==> config.mk <==
export PLATFORM = sky130hd
export DESIGN_NAME = chunked_body_decoder
export DESIGN_NICKNAME = d
export VERILOG_FILES = /design/src/rtl/core/cbd_pkg.sv /design/src/rtl/core/cbd_in_stage.sv /design/src/rtl/core/cbd_parse.sv /design/src/rtl/core/cbd_out_stage.sv /design/src/rtl/core/chunked_body_decoder.sv
export SDC_FILE = /design/constraint.sdc
export NUM_CORES = 1
export LEC_CHECK = 0
export BUFFER_PORTS_ARGS = -buffer_cell sky130_fd_sc_hd__buf_4
export CAP_MARGIN = 20
export CORE_MARGIN = 2
export CORE_UTILIZATION = 60
export CTS_CLUSTER_SIZE = 25
export DETAILED_ROUTE_END_ITERATION = 16
export PLACE_DENSITY = 0.78
export SYNTH_ARGS = -nofsm -noshare
export SYNTH_HDL_FRONTEND = slang
export SYNTH_SLANG_ARGS = --single-unit
==> constraint.sdc <==
create_clock -name clk -period 3.41 [get_ports clk]
set_input_delay 0.5115 -clock clk [delete_from_list [all_inputs] [get_ports clk]]
set_output_delay 0.5115 -clock clk [all_outputs]
set_load 0.02 [all_outputs]
==> src/rtl/core/cbd_pkg.sv <==
// Shared constants, types and the hex digit decoder for the chunked body
// decoder. No dependencies.
package cbd_pkg;

  localparam int SIZE_BITS_DEF = 31;

  localparam logic [7:0] CH_TAB   = 8'h09;
  localparam logic [7:0] CH_LF    = 8'h0a;
  localparam logic [7:0] CH_CR    = 8'h0d;
  localparam logic [7:0] CH_SPACE = 8'h20;
  localparam logic [7:0] CH_PLUS  = 8'h2b;
  localparam logic [7:0] CH_MINUS = 8'h2d;
  localparam logic [7:0] CH_ZERO  = 8'h30;
  localparam logic [7:0] CH_X_UP  = 8'h58;
  localparam logic [7:0] CH_X_LO  = 8'h78;

  // One input word after the input register
  typedef struct packed {
    logic       valid;
    logic       start_req;
    logic [7:0] data;
  } cbd_word_t;

  // One result word from the parser
  typedef struct packed {
    logic       valid;
    logic [7:0] data;
    logic       end_of_body;
  } cbd_res_t;

  typedef struct packed {
    logic       ok;
    logic [3:0] value;
  } cbd_hex_t;

  function automatic cbd_hex_t hex_digit(input logic [7:0] b);
    cbd_hex_t h;
    h.ok    = 1'b1;
    h.value = 4'd0;
    if (b inside {[8'h30:8'h39]}) begin
      h.value = 4'(b - 8'h30);
    end else if (b inside {[8'h41:8'h46]}) begin
      h.value = 4'(b - 8'h37);
    end else if (b inside {[8'h61:8'h66]}) begin
      h.value = 4'(b - 8'h57);
    end else begin
      h.ok = 1'b0;
    end
    return h;
  endfunction

endpackage

==> src/rtl/core/cbd_in_stage.sv <==
// Input register of the chunked body decoder: holds one word until the
// parser takes it. Depends on cbd_pkg.
module cbd_in_stage (
  input  logic               clk,
  input  logic               rst_n,
  input  logic               in_valid,
  input  logic               in_start_req,
  input  logic [7:0]         in_byte,
  output logic               in_stall,
  input  logic               advance,
  output cbd_pkg::cbd_word_t word
);
  import cbd_pkg::*;

  logic       v_r;
  logic       start_r;
  logic [7:0] data_r;

  assign in_stall = v_r && !advance;

  always_ff @(posedge clk) begin
    if (!rst_n) begin
      v_r <= 1'b0;
    end else if (!in_stall) begin
      v_r <= in_valid;
    end
  end

  always_ff @(posedge clk) begin
    if (in_valid && !in_stall) begin
      start_r <= in_start_req;
      data_r  <= in_byte;
    end
  end

  assign word.valid     = v_r;
  assign word.start_req = start_r;
  assign word.data      = data_r;

endmodule

==> src/rtl/core/cbd_parse.sv <==
// Parser state and one-byte step logic of the chunked body decoder.
// Depends on cbd_pkg.
module cbd_parse #(
  parameter int SIZE_BITS = cbd_pkg::SIZE_BITS_DEF
) (
  input  logic               clk,
  input  logic               rst_n,
  input  logic               step_en,
  input  cbd_pkg::cbd_word_t word,
  output cbd_pkg::cbd_res_t  res
);
  import cbd_pkg::*;

  localparam logic [2:0] PH_WS       = 3'd0;
  localparam logic [2:0] PH_NUMSTART = 3'd1;
  localparam logic [2:0] PH_PREFIX   = 3'd2;
  localparam logic [2:0] PH_DIGITS   = 3'd3;
  localparam logic [2:0] PH_EXT      = 3'd4;
  localparam logic [2:0] PH_EXTCR    = 3'd5;
  localparam logic [2:0] PH_DATA     = 3'd6;
  localparam logic [2:0] PH_DONE     = 3'd7;

  localparam logic [SIZE_BITS-1:0] SIZE_MAX = {SIZE_BITS{1'b1}};

  logic [2:0]           phase_r, phase_nxt;
  logic [SIZE_BITS-1:0] acc_r, acc_nxt;
  logic [SIZE_BITS-1:0] rem_r, rem_nxt;
  logic                 minus_r, minus_nxt;
  logic                 dseen_r, dseen_nxt;
  logic                 sat_r, sat_nxt;
  logic [1:0]           trl_r, trl_nxt;

  logic [2:0]           ph_e;
  logic [SIZE_BITS-1:0] acc_e;
  logic [SIZE_BITS-1:0] rem_e;
  logic                 minus_e;
  logic                 dseen_e;
  logic                 sat_e;
  logic [1:0]           trl_e;
  logic                 do_num;
  logic                 do_digit;
  logic [7:0]           b;
  cbd_hex_t             hx;

  assign b  = word.data;
  assign hx = hex_digit(b);

  always_comb begin
    // start of a new body: step from the reset state
    ph_e    = word.start_req ? PH_WS : phase_r;
    acc_e   = word.start_req ? '0 : acc_r;
    rem_e   = word.start_req ? '0 : rem_r;
    minus_e = word.start_req ? 1'b0 : minus_r;
    dseen_e = word.start_req ? 1'b0 : dseen_r;
    sat_e   = word.start_req ? 1'b0 : sat_r;
    trl_e   = word.start_req ? 2'd0 : trl_r;

    phase_nxt = ph_e;
    acc_nxt   = acc_e;
    rem_nxt   = rem_e;
    minus_nxt = minus_e;
    dseen_nxt = dseen_e;
    sat_nxt   = sat_e;
    trl_nxt   = trl_e;
    do_num    = 1'b0;
    do_digit  = 1'b0;
    res       = '0;

    case (ph_e)
      PH_WS: begin
        if (b == CH_SPACE || b == CH_TAB || b == CH_LF) begin
          phase_nxt = PH_WS;
        end else if (b == CH_MINUS) begin
          minus_nxt = 1'b1;
          phase_nxt = PH_NUMSTART;
        end else if (b == CH_PLUS) begin
          phase_nxt = PH_NUMSTART;
        end else begin
          do_num = 1'b1;
        end
      end
      PH_NUMSTART: do_num = 1'b1;
      PH_PREFIX: begin
        phase_nxt = PH_DIGITS;
        if (b != CH_X_LO && b != CH_X_UP) begin
          dseen_nxt = 1'b1;
          do_digit  = 1'b1;
        end
      end
      PH_DIGITS: do_digit = 1'b1;
      PH_EXT: begin
        if (b == CH_CR) begin
          phase_nxt = PH_EXTCR;
        end
      end
      PH_EXTCR: begin
        if (b == CH_LF) begin
          rem_nxt   = acc_e;
          trl_nxt   = 2'd2;
          phase_nxt = PH_DATA;
        end else if (b != CH_CR) begin
          phase_nxt = PH_EXT;
        end
      end
      PH_DATA: begin
        if (rem_e != '0) begin
          rem_nxt  = rem_e - SIZE_BITS'(1);
          res.valid = 1'b1;
          res.data  = b;
        end else begin
          trl_nxt = (trl_e != 2'd0) ? trl_e - 2'd1 : 2'd0;
          if (trl_nxt == 2'd0) begin
            acc_nxt   = '0;
            minus_nxt = 1'b0;
            dseen_nxt = 1'b0;
            sat_nxt   = 1'b0;
            phase_nxt = PH_WS;
          end
        end
      end
      default: phase_nxt = ph_e;
    endcase

    // a leading zero may open a 0x prefix
    if (do_num) begin
      if (b == CH_ZERO) begin
        phase_nxt = PH_PREFIX;
      end else begin
        phase_nxt = PH_DIGITS;
        do_digit  = 1'b1;
      end
    end

    if (do_digit) begin
      if (!hx.ok) begin
        // close the size field
        if (minus_nxt || !dseen_nxt || acc_e == '0) begin
          phase_nxt       = PH_DONE;
          res.valid       = 1'b1;
          res.data        = 8'd0;
          res.end_of_body = 1'b1;
        end else begin
          phase_nxt = (b == CH_CR) ? PH_EXTCR : PH_EXT;
        end
      end else begin
        dseen_nxt = 1'b1;
        // the shift overflows exactly when the top nibble is non-zero
        if (sat_e || acc_e[SIZE_BITS-1 -: 4] != 4'd0) begin
          sat_nxt = 1'b1;
          acc_nxt = SIZE_MAX;
        end else begin
          acc_nxt = {acc_e[SIZE_BITS-5:0], hx.value};
        end
      end
    end
  end

  always_ff @(posedge clk) begin
    if (!rst_n) begin
      phase_r <= PH_WS;
      acc_r   <= '0;
      rem_r   <= '0;
      minus_r <= 1'b0;
      dseen_r <= 1'b0;
      sat_r   <= 1'b0;
      trl_r   <= 2'd0;
    end else if (step_en) begin
      phase_r <= phase_nxt;
      acc_r   <= acc_nxt;
      rem_r   <= rem_nxt;
      minus_r <= minus_nxt;
      dseen_r <= dseen_nxt;
      sat_r   <= sat_nxt;
      trl_r   <= trl_nxt;
    end
  end

endmodule

==> src/rtl/core/cbd_out_stage.sv <==
// Result register of the chunked body decoder: holds one result word while
// the output is stalled. Depends on cbd_pkg.
module cbd_out_stage (
  input  logic              clk,
  input  logic              rst_n,
  input  logic              step_en,
  input  cbd_pkg::cbd_res_t res,
  input  logic              out_stall,
  output logic              out_valid,
  output logic [7:0]        out_byte,
  output logic              out_end_of_body,
  output logic              advance
);
  import cbd_pkg::*;

  logic       v_r;
  logic [7:0] data_r;
  logic       eob_r;

  assign advance = !v_r || !out_stall;

  always_ff @(posedge clk) begin
    if (!rst_n) begin
      v_r <= 1'b0;
    end else if (advance) begin
      v_r <= step_en && res.valid;
    end
  end

  always_ff @(posedge clk) begin
    if (step_en && res.valid) begin
      data_r <= res.data;
      eob_r  <= res.end_of_body;
    end
  end

  assign out_valid       = v_r;
  assign out_byte        = data_r;
  assign out_end_of_body = eob_r;

endmodule

==> src/rtl/core/chunked_body_decoder.sv <==
// Top level of the chunked transfer body decoder: input register, parser
// and result register. Depends on cbd_pkg, cbd_in_stage, cbd_parse, cbd_out_stage.
//
//   channel  direction  ports
//   in       input      in_valid, in_stall, in_start_req, in_byte
//   out      output     out_valid, out_stall, out_byte, out_end_of_body
//
// One word is taken every cycle unless the input is stalled; a word that yields
// a result leaves through the input register, then the result register.
// The size field is updated with a single shift-and-insert per word.
// Reset is synchronous and clears the parser to the start of a size field.
// A stall on the output while a result is held halts the parser and, in the same cycle, the input.
module chunked_body_decoder #(
  parameter int SIZE_BITS = cbd_pkg::SIZE_BITS_DEF
) (
  input  logic       clk,
  input  logic       rst_n,
  input  logic       in_valid,
  output logic       in_stall,
  input  logic       in_start_req,
  input  logic [7:0] in_byte,
  output logic       out_valid,
  input  logic       out_stall,
  output logic [7:0] out_byte,
  output logic       out_end_of_body
);
  import cbd_pkg::*;

  cbd_word_t word;
  cbd_res_t  res;
  logic      advance;
  logic      step_en;

  assign step_en = word.valid && advance;

  cbd_in_stage u_in (
    .clk         (clk),
    .rst_n       (rst_n),
    .in_valid    (in_valid),
    .in_start_req(in_start_req),
    .in_byte     (in_byte),
    .in_stall    (in_stall),
    .advance     (advance),
    .word        (word)
  );

  cbd_parse #(
    .SIZE_BITS(SIZE_BITS)
  ) u_parse (
    .clk    (clk),
    .rst_n  (rst_n),
    .step_en(step_en),
    .word   (word),
    .res    (res)
  );

  cbd_out_stage u_out (
    .clk            (clk),
    .rst_n          (rst_n),
    .step_en        (step_en),
    .res            (res),
    .out_stall      (out_stall),
    .out_valid      (out_valid),
    .out_byte       (out_byte),
    .out_end_of_body(out_end_of_body),
    .advance        (advance)
  );

`ifndef ASSERT_OFF
  a_eob_zero: assert property (@(posedge clk) disable iff (!rst_n)
    out_valid && out_end_of_body |-> out_byte == 8'd0)
    else $error("end marker carries a non-zero byte");

  a_stall_cause: assert property (@(posedge clk) disable iff (!rst_n)
    in_stall |-> word.valid && out_valid && out_stall)
    else $error("input stalled without a blocked result");

  a_no_step_on_block: assert property (@(posedge clk) disable iff (!rst_n)
    out_valid && out_stall |-> !step_en)
    else $error("parser stepped while result register blocked");
`endif

endmodule

==> metrics.csv, run 1 <==
stage,metric,value,unit
timing,setup TNS,0,ns
place,port bufs,23,
place,HPWL after DPL,13.5,mm
clock_tree,clk root buf,clkbuf_8,
synthesis,async set-reset flop share out of synthesis,0,
synthesis,"count leader, synth",dfxtp_1,
setup_path,"delay-heaviest family, CP",compound AO/OA/AOI/OAI gates,
timing,Max Freq,341,MHz
run,Max-Cap Viols,0,
timing,fin crit share,0.860,
setup_path,Worst Path Arrival,3.02,ns
global_route,total grt overflow,0,
global_route,Total Routing Usage GR,0.362,
setup_path,Worst Setup Start Kind,flip-flop,
power,Leak Pwr,2.28,nW
synthesis,ys flop type,dfxtp_1,
route,Vias,6560,
setup_path,Crit path largest cell delay,0.45,ns
power,total power,2.67,mW
setup_path,cell count along the critical path,9,
timing,RSZ-0062 raised after global routing,false,
route,Total Wirelength,20.1,mm
setup_path,CP max FO,9,
clock_tree,Hold Buf Count CTS,0,
synthesis,synthesized area,6170,µm²
synthesis,post-synth cell types,82,
clock_tree,TritonCTS Buffers,9,
global_route,largest net degree at the start of global routing,79,
global_route,first-pass GRT wire length,32.2,mm
setup_path,WP data required,3.50,ns
clock_tree,H-tree depth,3,
place,GP Congestion,0.984,
cells_and_area,Area Overhead vs Synth,7.53,%
min_path,Min-Delay Path Class,primary input to flip-flop,
floorplan,IO Pins,24,
clock_tree,post-CTS resize count,0,
route,Final ANT Viol Nets,0,
synthesis,"area leader, netlist",dfxtp_1,
synthesis,number of enable flip-flop cells after synthesis,18,
setup_path,Crit-path slowest cell,edfxtp_1,
timing,Clock Skews,0.0169,ns
timing,Rel. slew slack,0.276,
clock_tree,postcts setup bufs,0,
setup_path,Crit. End Element,flip-flop,
cells_and_area,ratio of cells with drive above 1 in the final layout,0.146,
timing,fin. max-slew vios,0,
route,routed vias/inst,7.31,
floorplan,Die Ht,105,µm
clock_tree,deepest clock path buffer count,2,
cells_and_area,ANT cells,0,
setup_path,crit path kind,flip-flop to flip-flop,
synthesis,top-area cell type share of the netlist area,0.234,
floorplan,Die Wd,105,µm
clock_tree,CTS tree,yes,
setup_path,worst r2r path cells,9,
power,worst vdd ir,0.289,mV
timing,hold_ws,0.321,ns
global_route,initial antenna violation count,0,
setup_path,CP bufs+invs,2,
synthesis,sequential fraction of the synthesis area,0.321,
synthesis,#FFs+latches synth,90,
run_status,status,"finished, final reports clean",
min_path,hold path depth,1,
synthesis,syn_nets,782,
synthesis,"top cells by count, synth","dfxtp_1, o21ai_0, clkbuf_1, nor2_1, a21oi_1",
cells_and_area,Final Net Count,775,
cells_and_area,FILL cells,890,
timing,final setup violation count,0,
floorplan,Row Count,37,
clock_tree,clock latency on the worst-skew pair,0.38,ns
synthesis,Syn Area/Cell,8.08,µm²
floorplan,Core ar.,10100,µm²
power,Cell Pwr Density,403,nW/µm²
route,DRT iter0 DRCs,778,
setup_path,crit-path cells,inv_1 -> ha_1 -> or2_2 -> a32o_2 -> a211o_4 -> a21bo_2 -> o21bai_1 -> a21oi_1 -> buf_4,
floorplan,Initial Utilization,0.608,
route,DRC Markers,0,
clock_tree,"Reg clk slew, reported paths",0.09,ns
route,drt first pass iters,6,
clock_tree,Clock Sinks,90,
synthesis,Synth area leaders,"dfxtp_1, edfxtp_1, o21ai_0",
global_route,vias in the first global route,6079,
route,routed len/inst,22.4,µm
floorplan,Die ar.,11100,µm²
synthesis,Yosys Warn Count,0,
timing,worst slew pin tran,1.09,ns
timing,final hold viol count,0,
synthesis,Synth Instances,763,
timing,min Tclk post-route,2.93,ns
-- worst reg2reg max path, stage by stage, from the launching register on --
cell and delay, ns:
edfxtp_1 0.45, inv_1 0.14, ha_1 0.26, or2_2 0.31
a32o_2 0.30, a211o_4 0.36, a21bo_2 0.23, o21bai_1 0.22
a21oi_1 0.18, buf_4 0.20
-- kinds of logic (layout without fill, tap and decap cells) --
group,Yosys count,after routing,share of synthesized area
adders and majority gates,6,6,0.0122
and+or+nand+nor,284,284,0.253
AOI/OAI and AO/OA,287,287,0.332
xor gates and xnor gates,6,6,0.00852
muxes,9,9,0.0148
buffers and inverters,81,79,0.0586
DFF,90,90,0.321
-- cells in the final DEF, fill, tap and decap left out, drive strengths merged, types with 6 or more instances in the layout --
| cell | Yosys | final |
|---|---|---|
| and2 | 12 | 12 |
| nand2b | 6 | 6 |
| a211oi | 6 | 6 |
| inv | 12 | 13 |
| nand3 | 47 | 47 |
| and3 | 7 | 7 |
| a21oi | 51 | 51 |
| nand4 | 33 | 33 |
| nor2 | 51 | 51 |
| nor4 | 20 | 20 |
| o211ai | 34 | 34 |
| ha | 6 | 6 |
| o22ai | 6 | 6 |
| edfxtp | 18 | 18 |
| dfxtp | 72 | 72 |
| a31oi | 25 | 25 |
| nor3 | 20 | 20 |
| nor2b | 7 | 7 |
| o311ai | 7 | 7 |
| o2111ai | 28 | 28 |
| or3 | 10 | 10 |
| clkbuf | 51 | 10 |
| nand2 | 47 | 47 |
| buf | 18 | 51 |
| mux2i | 8 | 8 |
| o21ai | 77 | 77 |
-- metrics by stage --
step,std cells,cell area (µm²),setup slack [ns],util
floorplan,763,6170,0.439,-
global placement,881,6430,0.626,0.634
detailed placement,881,6430,0.507,0.634
CTS,897,6630,0.493,0.654
global route,897,6630,0.371,0.654
finish,897,6630,0.478,0.654
-- path summary, 6_finish.rpt --
kind                                       from                 to  slack (ns)
worst max-delay path             u_in.data_r[1]  u_out.out_byte[2]        0.48
worst min-delay path                 in_byte[2]     u_in.data_r[2]        0.32
worst max register to register   u_in.data_r[1]  u_out.out_byte[2]        0.48
worst min register to register  u_parse.minus_r    u_parse.minus_r        0.48
-- sequential cells by signal, summed over array words and instances, names as in the netlist --
signal,count
u_parse.minus_r,1
u_out.out_byte,8
u_out.out_valid,1
u_parse.dseen_r,1
u_out.out_end_of_body,1
u_in.data_r,8
u_parse.sat_r,1
u_parse.phase_r,3
u_parse.trl_r,2
u_parse.acc_r,31
u_parse.rem_r,31
u_in.start_r,1
u_in.v_r,1
-- power breakdown --
| group | internal (mW) | switching [mW] |
|---|---|---|
| clock network | 0.361 | 0.422 |
| logic | 0.224 | 0.394 |
| registers | 1.15 | 0.121 |
-- metal layers --
metal	vias up	global-route usage	wire length, µm
li1	2982	-	-
met2	416	0.529	8870
met3	48	0.0588	2200
met1	3114	0.523	8500
met5	-	0	0
met4	0	0.159	527
-- layout make-up --
cell class / instances / area [µm²] / share of cell area
Sequential cell: 90 / 1980 / 0.299
Clock buffer: 10 / 138 / 0.0208
Inverter: 12 / 45.0 / 0.00679
Tap cell: 136 / 170 / 0.0257
Multi-Input combinational cell: 592 / 3840 / 0.579
Clock inverter: 6 / 65.1 / 0.00981
Timing Repair Buffer: 51 / 395 / 0.0596
(Power assumes the default switching activity.)
==> run 2, diff against run 1 <==
- CORE_ASPECT_RATIO: not set -> 0.8
- SLEW_MARGIN: not set -> 20
==> run 2 against run 1 <==
Against the previous run: register-to-register slack lost 0.04 ns; largest cell class unchanged; maximum frequency shrank 1.3%; sequential share of layout area down 0.43 points; cell area grew 1.5%; clock skew is 0.0086 ns lower; wire length down 1.3%; sequential cell count unchanged; power grew 12%; highest routed layer unchanged; clock power rose by 43%; global-route usage down 0.76 points.
==> metrics.csv, run 2 (synthesis results as in run 1) <==
stage,metric,value,unit
run_status,status,"finished, final reports clean",
cells_and_area,ANT cells,0,
cells_and_area,Area Overhead vs Synth,9.09,%
route,DRT iter0 DRCs,1008,
setup_path,WP data required,3.47,ns
place,dpl ws,0.481,ns
setup_path,Crit. End Element,flip-flop,
cells_and_area,ratio of cells with drive above 1 in the final layout,0.138,
setup_path,Worst Setup Start Kind,flip-flop,
min_path,Min-Delay Path Class,primary input to flip-flop,
place,GP Congestion,0.952,
cells_and_area,"commonest non-fill, non-tap cell in the layout",dfxtp_1,
floorplan,Die Wd,117,µm
timing,Clock Skews,0.00830,ns
global_route,vias in the first global route,5754,
setup_path,Worst Path Arrival,3.02,ns
floorplan,Die Ht,94.7,µm
route,routed vias/inst,7.33,
cells_and_area,fin cells,895,
power,Leak Pwr,2.31,nW
setup_path,CP max FO,9,
place,placed cell count,879,
place,HPWL after DPL,13.0,mm
power,Logic pwr share,0.202,
timing,Rel. slew slack,0.328,
timing,RSZ-0062 raised after global routing,false,
timing,fin. max-slew vios,0,
power,worst vdd ir,0.281,mV
clock_tree,clk root buf,clkbuf_16,
clock_tree,CTS tree,yes,
route,Vias,6557,
timing,setup ws final,0.440,ns
setup_path,crit path kind,flip-flop to flip-flop,
cells_and_area,final core utilization,0.665,
power,switching power,0.972,mW
route,DRC Markers,0,
clock_tree,"Reg clk slew, reported paths",0.07,ns
global_route,first-pass GRT wire length,31.3,mm
floorplan,IO Pins,24,
cells_and_area,Final Net Count,769,
floorplan,Die ar.,11100,µm²
timing,Max Freq,337,MHz
cells_and_area,post-route cell area,6730,µm²
cells_and_area,highest-count cells in the layout ignoring fill and taps,"dfxtp_1, o21ai_0, nor2_1, a21oi_1",
timing,final hold viol count,0,
clock_tree,clock latency on the worst-skew pair,0.35,ns
power,part of the power in the clock network,0.375,
clock_tree,H-tree depth,3,
place,Area after DPL,6400,µm²
clock_tree,Hold Buf Count CTS,0,
power,switching part of the total,0.325,
power,sequential share of power,0.423,
timing,worst slew pin tran,1.01,ns
timing,setup TNS,0,ns
timing,fin crit share,0.871,
route,drt first pass iters,8,
clock_tree,postcts setup bufs,0,
floorplan,Initial Utilization,0.610,
global_route,Total Routing Usage GR,0.354,
route,Total Wirelength,19.8,mm
route,routed len/inst,22.2,µm
run,Max-Cap Viols,0,
global_route,initial antenna violation count,0,
place,port bufs,23,
power,Power Internal,2.02,mW
cells_and_area,largest registers,"u_parse.acc_r (31), u_parse.rem_r (31)",
timing,hold_ws,0.337,ns
global_route,total grt overflow,0,
global_route,largest net degree at the start of global routing,90,
clock_tree,TritonCTS Buffers,9,
power,Cell Pwr Density,445,nW/µm²
floorplan,Core ar.,10100,µm²
clock_tree,deepest clock path buffer count,2,
power,total power,3.00,mW
floorplan,Row Count,33,
timing,final setup violation count,0,
clock_tree,post-CTS resize count,0,
clock_tree,Clock Sinks,90,
timing,min Tclk post-route,2.97,ns
route,Final ANT Viol Nets,0,
-- run 2: worst max-delay path, stage by stage (launching register included) --
cell and delay (ns):
edfxtp_1 0.48, inv_1 0.15, ha_1 0.26, or2_2 0.28
a32o_2 0.30, a211o_4 0.36, a21bo_2 0.24, o21bai_1 0.22
a21oi_1 0.18, buf_4 0.20
-- run 2: path summary, 6_finish.rpt --
| path | to | cells after the start | slack [ns] | start |
|---|---|---|---|---|
| setup reg to reg | u_out.out_byte[2] | 9 | 0.44 | u_in.data_r[0] |
| hold / removal | u_in.data_r[7] | 1 | 0.34 | in_byte[7] |
| hold reg to reg | u_parse.sat_r | 2 | 0.49 | u_parse.sat_r |
| setup / recovery | u_out.out_byte[2] | 9 | 0.44 | u_in.data_r[0] |
-- run 2: power groups by stage --
stage / Combinational (mW) / Sequential [mW] / Clock, mW
after floorplan: 0.452 / 1.24 / 0
after global routing: 0.654 / 1.28 / 1.17
after CTS: 0.587 / 1.26 / 1.13
after detailed placement: 0.584 / 1.28 / 0
final: 0.605 / 1.27 / 1.12
after global placement: 0.569 / 1.28 / 0
-- run 2: area by class of cell --
cell class / instances / area (µm²)
Clock buffer: 10 / 229
Clock inverter: 6 / 97.6
Fill cell: 876 / 3390
Inverter: 12 / 45.0
Multi-Input combinational cell: 592 / 3840
Sequential cell: 90 / 1980
Tap cell: 140 / 175
Timing Repair Buffer: 45 / 363
-- run 2: metal layers --
| layer | wire, µm | vias to the layer above | global-route usage |
|---|---|---|---|
| met5 | 0 | - | 0 |
| met4 | 431 | 0 | 0.126 |
| met3 | 2360 | 43 | 0.0851 |
| met2 | 8480 | 406 | 0.510 |
| met1 | 8560 | 3137 | 0.516 |
| li1 | - | 2971 | - |
